`src/xkpc_pkg.sv`:
```
// Shared types, constants and helpers for the repeating-key XOR checker.
// No dependencies.
`default_nettype none

package xkpc_pkg;

    localparam int KEY_W    = 40;
    localparam int POS_W    = 3;
    localparam int CNT_W    = 13;
    localparam int CNT_SAT  = 8191;
    localparam int QDEPTH   = 2;
    localparam int QPTR_W   = 1;
    localparam int QCNT_W   = 2;

    localparam logic [7:0]  CHAR_SPACE = 8'h20;
    localparam logic [7:0]  CHAR_NUL   = 8'h00;
    localparam logic [31:0] WORD_HOGY  = 32'h686F6779;
    localparam logic [23:0] WORD_NEM   = 24'h6E656D;
    localparam logic [15:0] WORD_AZ    = 16'h617A;
    localparam logic [15:0] WORD_HA    = 16'h6861;

    // One classified byte passed from front to back
    typedef struct packed {
        logic [7:0] plain;
        logic [7:0] lowered;
        logic       is_space;
        logic       is_zero;
        logic       last;
    } item_t;

    typedef struct packed {
        logic [QCNT_W-1:0] count;
        logic              full;
        logic              empty;
    } q_status_t;

    function automatic logic [7:0] lower_ascii(input logic [7:0] c);
        logic [7:0] r;
        r = c;
        if (c >= 8'h41 && c <= 8'h5A)
        begin
            r = c + 8'h20;
        end
        return r;
    endfunction

endpackage

`default_nettype wire

```
`src/xkpc_back.sv`:
```
// Back end: byte/space counters, word search, verdict and result register.
// Depends on xkpc_pkg.
`default_nettype none

module xkpc_back
    import xkpc_pkg::*;
#(
    parameter int KEEP_LIMIT = 4096
)
(
    input  wire logic  clk,
    input  wire logic  rst_n,
    input  wire logic  q_empty,
    input  wire item_t q_item,
    output logic       take,
    input  wire logic  pop,
    output logic       empty,
    output logic [7:0] plain_byte,
    output logic       verdict_valid,
    output logic       plausible
);

    logic [CNT_W-1:0] byte_count_reg;
    logic [CNT_W-1:0] byte_count_next;
    logic [CNT_W-1:0] space_count_reg;
    logic [CNT_W-1:0] space_count_next;
    logic [23:0]      recent_reg;
    logic [23:0]      recent_next;
    logic [3:0]       words_reg;
    logic [3:0]       words_next;
    logic             text_ended_reg;
    logic             text_ended_next;
    logic             out_valid_reg;
    logic [7:0]       plain_reg;
    logic             verdict_reg;
    logic             plausible_reg;
    logic [31:0]      window;
    logic [15:0]      space_x6;
    logic [16:0]      space_x9;
    logic             verdict_ok;

    assign take          = !q_empty && (!out_valid_reg || pop);
    assign empty         = !out_valid_reg;
    assign plain_byte    = plain_reg;
    assign verdict_valid = verdict_reg;
    assign plausible     = plausible_reg;

    assign window = {recent_reg, q_item.lowered};

    always_comb
    begin
        byte_count_next  = byte_count_reg;
        space_count_next = space_count_reg;
        recent_next      = recent_reg;
        words_next       = words_reg;
        text_ended_next  = text_ended_reg;
        if (byte_count_reg < CNT_W'(KEEP_LIMIT))
        begin
            byte_count_next = byte_count_reg + 1'b1;
            if (q_item.is_space)
            begin
                space_count_next = space_count_reg + 1'b1;
            end
            if (!text_ended_reg)
            begin
                if (q_item.is_zero)
                begin
                    text_ended_next = 1'b1;
                end
                else
                begin
                    if (window == WORD_HOGY)
                    begin
                        words_next[0] = 1'b1;
                    end
                    if (window[23:0] == WORD_NEM)
                    begin
                        words_next[1] = 1'b1;
                    end
                    if (window[15:0] == WORD_AZ)
                    begin
                        words_next[2] = 1'b1;
                    end
                    if (window[15:0] == WORD_HA)
                    begin
                        words_next[3] = 1'b1;
                    end
                    recent_next = window[23:0];
                end
            end
        end
    end

    // verdict uses the counts including the current byte
    assign space_x6 = {1'b0, space_count_next, 2'b00} + {2'b00, space_count_next, 1'b0};
    assign space_x9 = {1'b0, space_count_next, 3'b000} + {4'b0000, space_count_next};
    assign verdict_ok = (space_count_next != '0)
                        && (space_x6 < {3'b000, byte_count_next})
                        && (space_x9 > {4'b0000, byte_count_next})
                        && (words_next == 4'hF);

    always_ff @(posedge clk)
    begin
        if (take)
        begin
            plain_reg     <= q_item.plain;
            verdict_reg   <= q_item.last;
            plausible_reg <= q_item.last && verdict_ok;
        end
    end

    always_ff @(posedge clk or negedge rst_n)
    begin
        if (!rst_n)
        begin
            out_valid_reg   <= 1'b0;
            byte_count_reg  <= '0;
            space_count_reg <= '0;
            recent_reg      <= '0;
            words_reg       <= '0;
            text_ended_reg  <= 1'b0;
        end
        else
        begin
            if (take)
            begin
                out_valid_reg <= 1'b1;
            end
            else if (pop)
            begin
                out_valid_reg <= 1'b0;
            end
            if (take)
            begin
                if (q_item.last)
                begin
                    byte_count_reg  <= '0;
                    space_count_reg <= '0;
                    recent_reg      <= '0;
                    words_reg       <= '0;
                    text_ended_reg  <= 1'b0;
                end
                else
                begin
                    byte_count_reg  <= byte_count_next;
                    space_count_reg <= space_count_next;
                    recent_reg      <= recent_next;
                    words_reg       <= words_next;
                    text_ended_reg  <= text_ended_next;
                end
            end
        end
    end

endmodule

`default_nettype wire

```
`config.mk`:
```
export PLATFORM = sky130hd
export DESIGN_NAME = xkpc_back
export DESIGN_NICKNAME = d
export VERILOG_FILES = /design/src/xkpc_pkg.sv /design/src/xkpc_back.sv
export SDC_FILE = /design/constraint.sdc
export NUM_CORES = 1
export LEC_CHECK = 0
export ABC_CLOCK_PERIOD_IN_PS = 4500
export BUFFER_PORTS_ARGS = -buffer_cell sky130_fd_sc_hd__clkbuf_2
export CAP_MARGIN = 20
export CORE_ASPECT_RATIO = 1.4
export CORE_MARGIN = 1
export CORE_UTILIZATION = 60
export DETAILED_ROUTE_END_ITERATION = 8
export HOLD_SLACK_MARGIN = 0.12
export PLACE_DENSITY = 0.8
export SYNTH_ARGS = -nofsm -noshare
export SYNTH_HDL_FRONTEND = slang
export SYNTH_SLANG_ARGS = --single-unit
```
`constraint.sdc`:
```
create_clock -name clk -period 4.5 [get_ports clk]
set_input_delay 0.9 -clock clk [delete_from_list [all_inputs] [get_ports clk]]
set_output_delay 0.9 -clock clk [all_outputs]
set_load 0.02 [all_outputs]
```
==> flow_results.org, run 1 <==
** Synth
- After Yosys synthesis, full adders, half adders and majority gates account for 15.7% of the synthesized area.
- Summing the areas of all compound-gate instances in the mapped netlist gives 19.6% of the synthesized area.
- Synthesized netlist net count :: 570
- After synthesis, the cell types taking the most area are sky130_fd_sc_hd__dfrtp_1, sky130_fd_sc_hd__ha_1, sky130_fd_sc_hd__edfxtp_1, sky130_fd_sc_hd__a22o_1, sky130_fd_sc_hd__xnor2_1.
- Of the total synthesized cell area, the portion taken by AND, OR, NAND and NOR gates is 17.3%.
- The synthesized netlist devotes 7.22% of its cell area to XOR and XNOR gates.
- Fraction of synthesis flops using an asynchronous set or reset pin :: 84.8%
- By area, the combinational part of the netlist is dominated by compound AO/OA/AOI/OAI gates.
- In this run, synthesis inferred 10 flip-flops with an integrated enable.
- Among all flip-flop cells after synthesis, the most frequent one is sky130_fd_sc_hd__dfrtp_1.
- Seq/Total Area, Yosys :: 36.1%
- After synthesis, the netlist uses 57 different library cells.
- Synthesized area per cell :: 9.64 sq um
- Gate count of the mapped netlist :: 489
- Mux share of post-synthesis cell area :: 1.33%
- #FFs+latches synth :: 66
- The Yosys step of the flow raised 0 warnings.
- Area share of the largest cell type after synthesis :: 29.7%
- Largest area contributor in the netlist :: sky130_fd_sc_hd__dfrtp_1
- In this run the cell area of the synthesized design comes to 4720 sq um.

** Layout
- The library cell used most frequently in the layout, excluding fill and tap cells, is sky130_fd_sc_hd__dfrtp_1.
- Across the whole layout, storage elements account for 1700 sq um.
- Most frequent cells in the layout :: sky130_fd_sc_hd__dfrtp_1, sky130_fd_sc_hd__ha_1, sky130_fd_sc_hd__buf_4, sky130_fd_sc_hd__nand2_1, sky130_fd_sc_hd__clkbuf_2
- Ratio of cells with drive above 1 in the final layout :: 20.6%
- Number of fillers in the final layout :: 527
- From synthesis to final layout, the design area changed by 18.2%.
- Non-Filler Cell Area, Final :: 5580 sq um
- The register with the most flip-flops in the layout has 24 of them.
- Final std cells w/o fill :: 664
- Summing all multi-input logic gate instances after layout gives 2980 sq um.
- The final layout contains 644 nets.
- Antenna Cells :: 0
- Post-layout utilization of the core :: 74.3%

** Clocking
- CTS root buffer :: sky130_fd_sc_hd__clkbuf_8
- Post-CTS setup repair buffer count :: 0
- Clock slew seen by the registers of the worst setup and hold paths :: 0.07 ns
- Worst-Skew Late Latency :: 0.35 ns
- Number of levels in the clock H-tree :: 3
- CTS tree :: done
- Counting every sink on the clock net gives 66.
- The clock passes through at most 2 buffers.
- Inserted Clock Buffers :: 9

** Route
- Final routed DRC violation total :: 0
- The first detailed-routing pass took 5 iterations.
- DR vias/cell :: 6.21
- Post-DRT Antenna Nets :: 0
- Average routed wire per standard cell :: 17.8 um
- The final layout contains routed wiring with a total length of 11.8 mm.
- After the first detailed-routing iteration, the DRC count stood at 346.
- Total vias in the final route :: 4126

** STA
- Shortest period the worst path allows :: 4.31 ns
- Sum of negative setup slack :: 0 ns
- Between clock sinks in the finished design, the worst skew comes to 0.00701 ns.
- Worst-margin pin slew :: 0.706 ns
- Final count of negative-setup-slack endpoints :: 0
- Fmax :: 0.232 GHz
- The number of hold violations in the final report was 0.
- The worst pin sits at a relative slew slack of 52.9%.
- The tightest hold path in the finished design has a slack of 0.509 ns.
- Min setup slack post-route :: 0.193 ns
- Portion of the clock cycle consumed by the worst path in the final layout :: 95.7%
- Max Slew Vio Count :: 0

** Critical path
- Crit Path Class :: in2reg
- In this run the worst setup path terminates at plausible$_DFFE_PP_.
- The setup check on the worst reg-to-reg path leaves a slack of 0.38 ns.
- The number of cells on the worst reg-to-reg path is 16.
- The worst setup path is launched from an input port.
- CP endpoint kind :: register
- Data required time of the critical path :: 4.69 ns
- Highest fanout seen on the critical path :: 5
- Data on the critical path arrives at its endpoint at 4.50 ns.
- Launch point of the critical path :: q_item[2]
- In this run the critical register-to-register path is launched from space_count_reg[0]$_DFFE_PN0P_.
- The worst register-to-register path ends at plausible$_DFFE_PP_.

** Status
- Run status :: finished clean

** Global routing
- Entering global routing, the biggest net connects 57 pins.
- The number of antenna violations at the first check in global routing is 0.
- The via count of the first global-routing pass is 4153.
- Total congestion overflow :: 0
- First-pass GRT wire length :: 19.4 mm
- Global routing consumed, over all layers together, 30.7% of the routing resources.

** Placement
- GP Congestion :: 0.896
- The wire-length estimate of the detail-placed layout is 8.87 mm.
- Number of cells after detailed placement :: 649
- Summing all placed instances gives a cell area of 5280 sq um.
- Port buffering added 34 buffers.
- Prior to clock tree synthesis, the placed netlist has a worst setup slack of -0.244 ns.

** Worst hold path
- The tightest min-delay check is of the reg2reg type.
- Hold Path Cell Cnt :: 1
- Min-delay src :: recent_reg[22]$_DFFE_PN0P_

** Power and ir drop
- Worst vdd rail ir drop :: 0.226 mV
- Total Power Consumption :: 1.45 mW
- Power spread over the standard cell area amounts to 261 nW/um^2.
- Static Leak :: 2.66 nW

** Floorplanning
- Die ar. :: 8220 sq um
- Total core area :: 7500 sq um
- Effective utilization at floorplan :: 62.9%
- Die Span Y :: 107 um
- # rows :: 37
- Number of top-level design ports :: 35
- Die boundary width :: 76.9 um

** Run
- Max cap viols :: 0
[metal layers]
layer,part of all wire [%],GRT usage (%),vias to the layer above
met5,0,0,-
met4,4.4,20.1,0
met3,4.0,3.40,32
met1,39,35.3,2017
li1,-,-,1954
met2,52,53.7,123
[cell usage after synthesis, drive strengths merged, types with 11 or more instances]
cell type and number:
nor2 32, a21oi 17, nand2 41, xor2 14
dfrtp 56, nand3 13, nor3 12, xnor2 24
a21o 11, ha 56, a22o 24, inv 18
nand4 11, o21ai 37, clkbuf 13
[layout make-up]
class	instances	share of cell area, %
multi-input cells	389	53.4
flip-flops and latches	66	30.5
repair buffers	78	8.98
clock buffers	13	3.03
well taps	97	2.18
inverters	19	1.28
clock inverters	2	0.628
[critical path, stage by stage]
cell and delay (ns):
sky130_fd_sc_hd__clkbuf_2 0.10, sky130_fd_sc_hd__buf_4 0.13, sky130_fd_sc_hd__nand2b_1 0.09, sky130_fd_sc_hd__mux2i_1 0.30, sky130_fd_sc_hd__inv_2 0.12, sky130_fd_sc_hd__ha_1 0.27, sky130_fd_sc_hd__fa_1 0.42, sky130_fd_sc_hd__a211oi_2 0.26
sky130_fd_sc_hd__o21ai_0 0.18, sky130_fd_sc_hd__a31oi_1 0.23, sky130_fd_sc_hd__xnor2_1 0.14, sky130_fd_sc_hd__ha_1 0.26, sky130_fd_sc_hd__a21o_1 0.17, sky130_fd_sc_hd__a21o_1 0.18, sky130_fd_sc_hd__a21oi_2 0.15, sky130_fd_sc_hd__nand4_1 0.13
sky130_fd_sc_hd__a41o_1 0.24, sky130_fd_sc_hd__a311oi_2 0.22
[kinds of logic after synthesis]
kind of cell	Yosys count
and+or+nand+nor	150
AOI/OAI and AO/OA	137
muxes	6
DFF	66
buffers and inverters	34
xor gates and xnor gates	38
adders and majority gates	58
[where the power goes]
| part | internal, mW | leakage (nW) | switching, mW |
|---|---|---|---|
| logic | 0.118 | 1.68 | 0.164 |
| registers | 0.631 | 0.866 | 0.0242 |
| clock network | 0.297 | 0.106 | 0.218 |
| total | 1.05 | 2.66 | 0.407 |
[worst min path at each step]
stage / slack, ns / endpoint
global route: 0.53 / recent_reg[17]$_DFFE_PN0P_
finish: 0.51 / recent_reg[22]$_DFFE_PN0P_
global placement: 0.48 / recent_reg[21]$_DFFE_PN0P_
detailed placement: 0.49 / recent_reg[22]$_DFFE_PN0P_
floorplan: 0.46 / recent_reg[21]$_DFFE_PN0P_
CTS: 0.51 / recent_reg[22]$_DFFE_PN0P_
[what timing repair did]
item	CTS	global route
hold buffers	0	0
endpoints found under the hold margin	0	0
resized for setup	0	20
setup endpoints to repair	0	1
(Power assumes the default switching activity.)
==> inputs of run 2 (changes only) <==
--- a/config.mk
+++ b/config.mk
@@ -5,6 +5,7 @@
 export SDC_FILE = /design/constraint.sdc
 export NUM_CORES = 1
 export LEC_CHECK = 0
+export ABC_AREA = 1
 export ABC_CLOCK_PERIOD_IN_PS = 4500
 export BUFFER_PORTS_ARGS = -buffer_cell sky130_fd_sc_hd__clkbuf_2
 export CAP_MARGIN = 20
@@ -13,7 +14,7 @@
 export CORE_UTILIZATION = 60
 export DETAILED_ROUTE_END_ITERATION = 8
 export HOLD_SLACK_MARGIN = 0.12
-export PLACE_DENSITY = 0.8
+export PLACE_DENSITY = 0.79
 export SYNTH_ARGS = -nofsm -noshare
 export SYNTH_HDL_FRONTEND = slang
 export SYNTH_SLANG_ARGS = --single-unit
==> run 2 against run 1 <==
Effect of this change: via count increased by 12%; design area rose by 1.4%; combinational power up 17%; maximum frequency is 4.7% higher; clock-buffer cell count unchanged; highest routed layer unchanged.
==> flow_results.org, run 2 <==
** Status
- The run finished with clean final reports.

** Global routing
- Across every metal layer, demand over resource in global routing totals 31.3%.
- The number of antenna violations at the first check in global routing came to 0.
- The first global-routing pass estimated 21.4 mm of wire.
- Vias in the first global route :: 4659
- Largest net degree at the start of global routing :: 57
- Total congestion overflow :: 0

** Floorplanning
- # rows :: 39
- Total core area :: 8150 sq um
- The die covers 8810 sq um.
- The die is 111 um tall.
- Pin placement for this block handled 35 I/O pins.
- Die boundary width :: 79.6 um
- Effective utilization at floorplan :: 62.1%

** Critical path
- Kind of launch point of the worst setup path :: input port
- Launch point of the critical path :: q_item[2]
- CP top delay family :: simple AND/OR/NAND/NOR gates
- CP endpoint kind :: register
- List of cells traversed by the critical path :: clkbuf_2 > inv_1 > nor2_8 > nand3b_4 > nor2_4 > nand2_2 > nor2_4 > nand2_1 > nand2_1 > inv_1 > ha_1 > a21oi_1 > nand3_1 > xor2_1 > ha_1 > nand4_1 > nor3_1 > nand3_1 > nand2_1 > nand3_1 > nor2_1 > nor2_1
- Crit Path Class :: in2reg
- In this design, the stage delay of the slowest critical-path cell is 0.45 ns.
- On the critical path, the stage with the largest delay is an instance of sky130_fd_sc_hd__nor3_1.
- Worst reg2reg path startpoint :: byte_count_reg[12]$_DFFE_PN0P_
- R2r setup slk :: 0.51 ns
- Data arrives at the worst endpoint at 4.20 ns.
- In this run the worst path has a maximum fanout of 5.
- Counting both buffers and inverters, the worst setup path holds a total of 3.
- Data required time of the critical path :: 4.58 ns

** Worst hold path
- The worst hold path belongs to the class reg2reg.
- Min-delay src :: words_reg[0]$_DFFE_PN0P_

** STA
- Slew HR :: 21.1%
- After routing, the total negative slack on setup checks comes to 0 ns.
- The tightest hold path in the finished design has a slack of 0.536 ns.
- At the pin with the least slew margin, the transition time is 1.18 ns.
- RSZ-0062 raised after global routing :: no
- The worst path uses 91.4% of the clock period.
- The number of hold violations in the final report was 0.
- Shortest period the worst path allows :: 4.11 ns
- Worst-case clock skew :: 0.00502 ns
- Final count of negative-setup-slack endpoints :: 0
- Fmax :: 0.243 GHz
- Min setup slack post-route :: 0.387 ns
- Max Slew Vio Count :: 0

** Clocking
- In this run, post-CTS hold repair placed 0 buffers.
- The H-tree was split into 3 levels.
- Once the clock tree was built, the setup fixing pass inserted 0 buffers.
- CTS tree :: done
- Clock tree buffer depth :: 2
- Counting every sink on the clock net gives 66.
- CTS placed an instance of sky130_fd_sc_hd__clkbuf_16 at the clock tree root.
- After clock tree synthesis, the clock-pin slew on the worst setup and hold paths is 0.05 ns.
- Worst-Skew Late Latency :: 0.33 ns
- Inserted Clock Buffers :: 9

** Synth
- Fraction of synthesis flops using an asynchronous set or reset pin :: 84.8%
- Cell types with the largest area share after synthesis :: sky130_fd_sc_hd__dfrtp_1, sky130_fd_sc_hd__ha_1, sky130_fd_sc_hd__nand2_1, sky130_fd_sc_hd__inv_1, sky130_fd_sc_hd__edfxtp_1
- Ys Warns :: 0
- Among all cell types in the netlist, the one instantiated most often is sky130_fd_sc_hd__nand2_1.
- Seq/Total Area, Yosys :: 33.6%
- Synthesis produced 654 cells.
- The synthesized design contains 10 enable-type register cells.
- #FFs+latches synth :: 66
- The synthesized netlist occupies a cell area of 5060 sq um.
- The biggest area contributor in the post-synthesis netlist is sky130_fd_sc_hd__dfrtp_1.
- The commonest cells after synthesis are sky130_fd_sc_hd__nand2_1, sky130_fd_sc_hd__inv_1, sky130_fd_sc_hd__nor2_1.
- Synthesized netlist net count :: 735
- After synthesis, the mean cell area works out to 7.73 sq um.
- For this run, the leading register cell type out of synthesis is sky130_fd_sc_hd__dfrtp_1.
- Synthesis instantiated 38 different standard cells from the library.
- Area share of the largest cell type after synthesis :: 27.7%

** Layout
- Cells fill 69.4% of the core in the end.
- Final std cells w/o fill :: 803
- Leaving out fill and tap cells, the most frequent cell in the layout is sky130_fd_sc_hd__nand2_1.
- Non-Filler Cell Area, Final :: 5660 sq um
- Most frequent cells in the layout :: sky130_fd_sc_hd__nand2_1, sky130_fd_sc_hd__inv_1, sky130_fd_sc_hd__nor2_1, sky130_fd_sc_hd__ha_1, sky130_fd_sc_hd__dfrtp_1
- Synthesis-to-finish area growth :: 11.8%
- Antenna Cells :: 0
- For this run, the post-layout net count is 777.
- The register with the most flip-flops in the layout has 24 of them.
- Cells with a size suffix above 1 make up 10.7% of the layout.

** Route
- The first detailed-routing pass took 5 iterations.
- First DRT Iteration DRCs :: 325
- Final routed DRC violation total :: 0
- In the routed layout, each cell is associated on average with a via count of 5.77.
- Detailed Route WL :: 12.9 mm
- Average routed wire per standard cell :: 16.1 um
- Total vias in the final route :: 4634
- Post-DRT Antenna Nets :: 0

** Power and ir drop
- Power density over the cells :: 296 nW/um^2
- In this run the static leakage power is 2.84 nW.
- Total Power Consumption :: 1.67 mW
- The worst-case IR drop observed on VDD is 0.295 mV.

** Run
- The tool flagged a number of max-cap violations equal to 0.

** Placement
- Worst setup slack after placement :: 0.0112 ns
- Post-place instance area :: 5370 sq um
- Count of input and output buffers :: 34
- The HPWL after detailed placement is 9.70 mm.
- Number of cells after detailed placement :: 787
- Routability-driven placement finished with a final weighted congestion of 0.964.
[run 2: cell count changes after synthesis, sizes merged, moves of 17 or more]
cell	previous run	this run
xor2	14	31
nand2	41	138
o22ai	3	41
nand3	13	41
xnor2	24	3
inv	18	105
nor2	32	64
a22o	24	0
[run 2: logic make-up (layout without fill, tap and decap cells)]
family	after synthesis	count (layout)	synth area share [%]
simple gates	272	272	24.4
buf+inv	116	163	8.90
compound gates	108	108	12.5
flops	66	66	33.6
fa+ha+maj	58	58	14.6
xor+xnor	34	34	5.89
[run 2: tightest hold or removal path: stages, from the launching register on]
cell and delay (ns):
sky130_fd_sc_hd__dfrtp_1 0.32, sky130_fd_sc_hd__inv_1 0.04, sky130_fd_sc_hd__o21ai_0 0.14
[run 2: area by class of cell]
type,count,area [sq um]
Fill cell,653,2490
Inverter,106,399
Clock buffer,13,250
Sequential cell,66,1700
Tap cell,102,128
Multi-Input combinational cell,472,2910
Timing Repair Buffer,41,223
Clock inverter,3,40.0
[run 2: per-layer routing]
| metal | track usage [%] | routed length, um | vias up |
|---|---|---|---|
| met5 | 0 | 0 | - |
| met4 | 17.3 | 590 | 0 |
| met3 | 5.04 | 554 | 35 |
| met2 | 55.4 | 6880 | 153 |
| met1 | 34.5 | 4880 | 2185 |
| li1 | - | - | 2261 |
[run 2: report_power, final]
group          internal [mW]  switching, mW  total [mW]
clock                  0.442          0.247       0.689
sequential             0.633         0.0183       0.652
combinational          0.113          0.217       0.330
[run 2: timing repair]
action                                  4_1_cts  5_1_grt
endpoints found under the hold margin         0        0
gates resized for setup                       0        1
endpoints found under the setup margin        0        1
[run 2: worst paths after layout]
check	endpoint	depth (start not counted)
setup / recovery	plausible$_DFFE_PP_	22
max in group asynchronous	recent_reg[20]$_DFFE_PN0P_	2
setup reg to reg	plausible$_DFFE_PP_	20
min in group asynchronous	recent_reg[1]$_DFFE_PN0P_	2
hold reg to reg	words_reg[0]$_DFFE_PN0P_	2
hold / removal	words_reg[0]$_DFFE_PN0P_	2
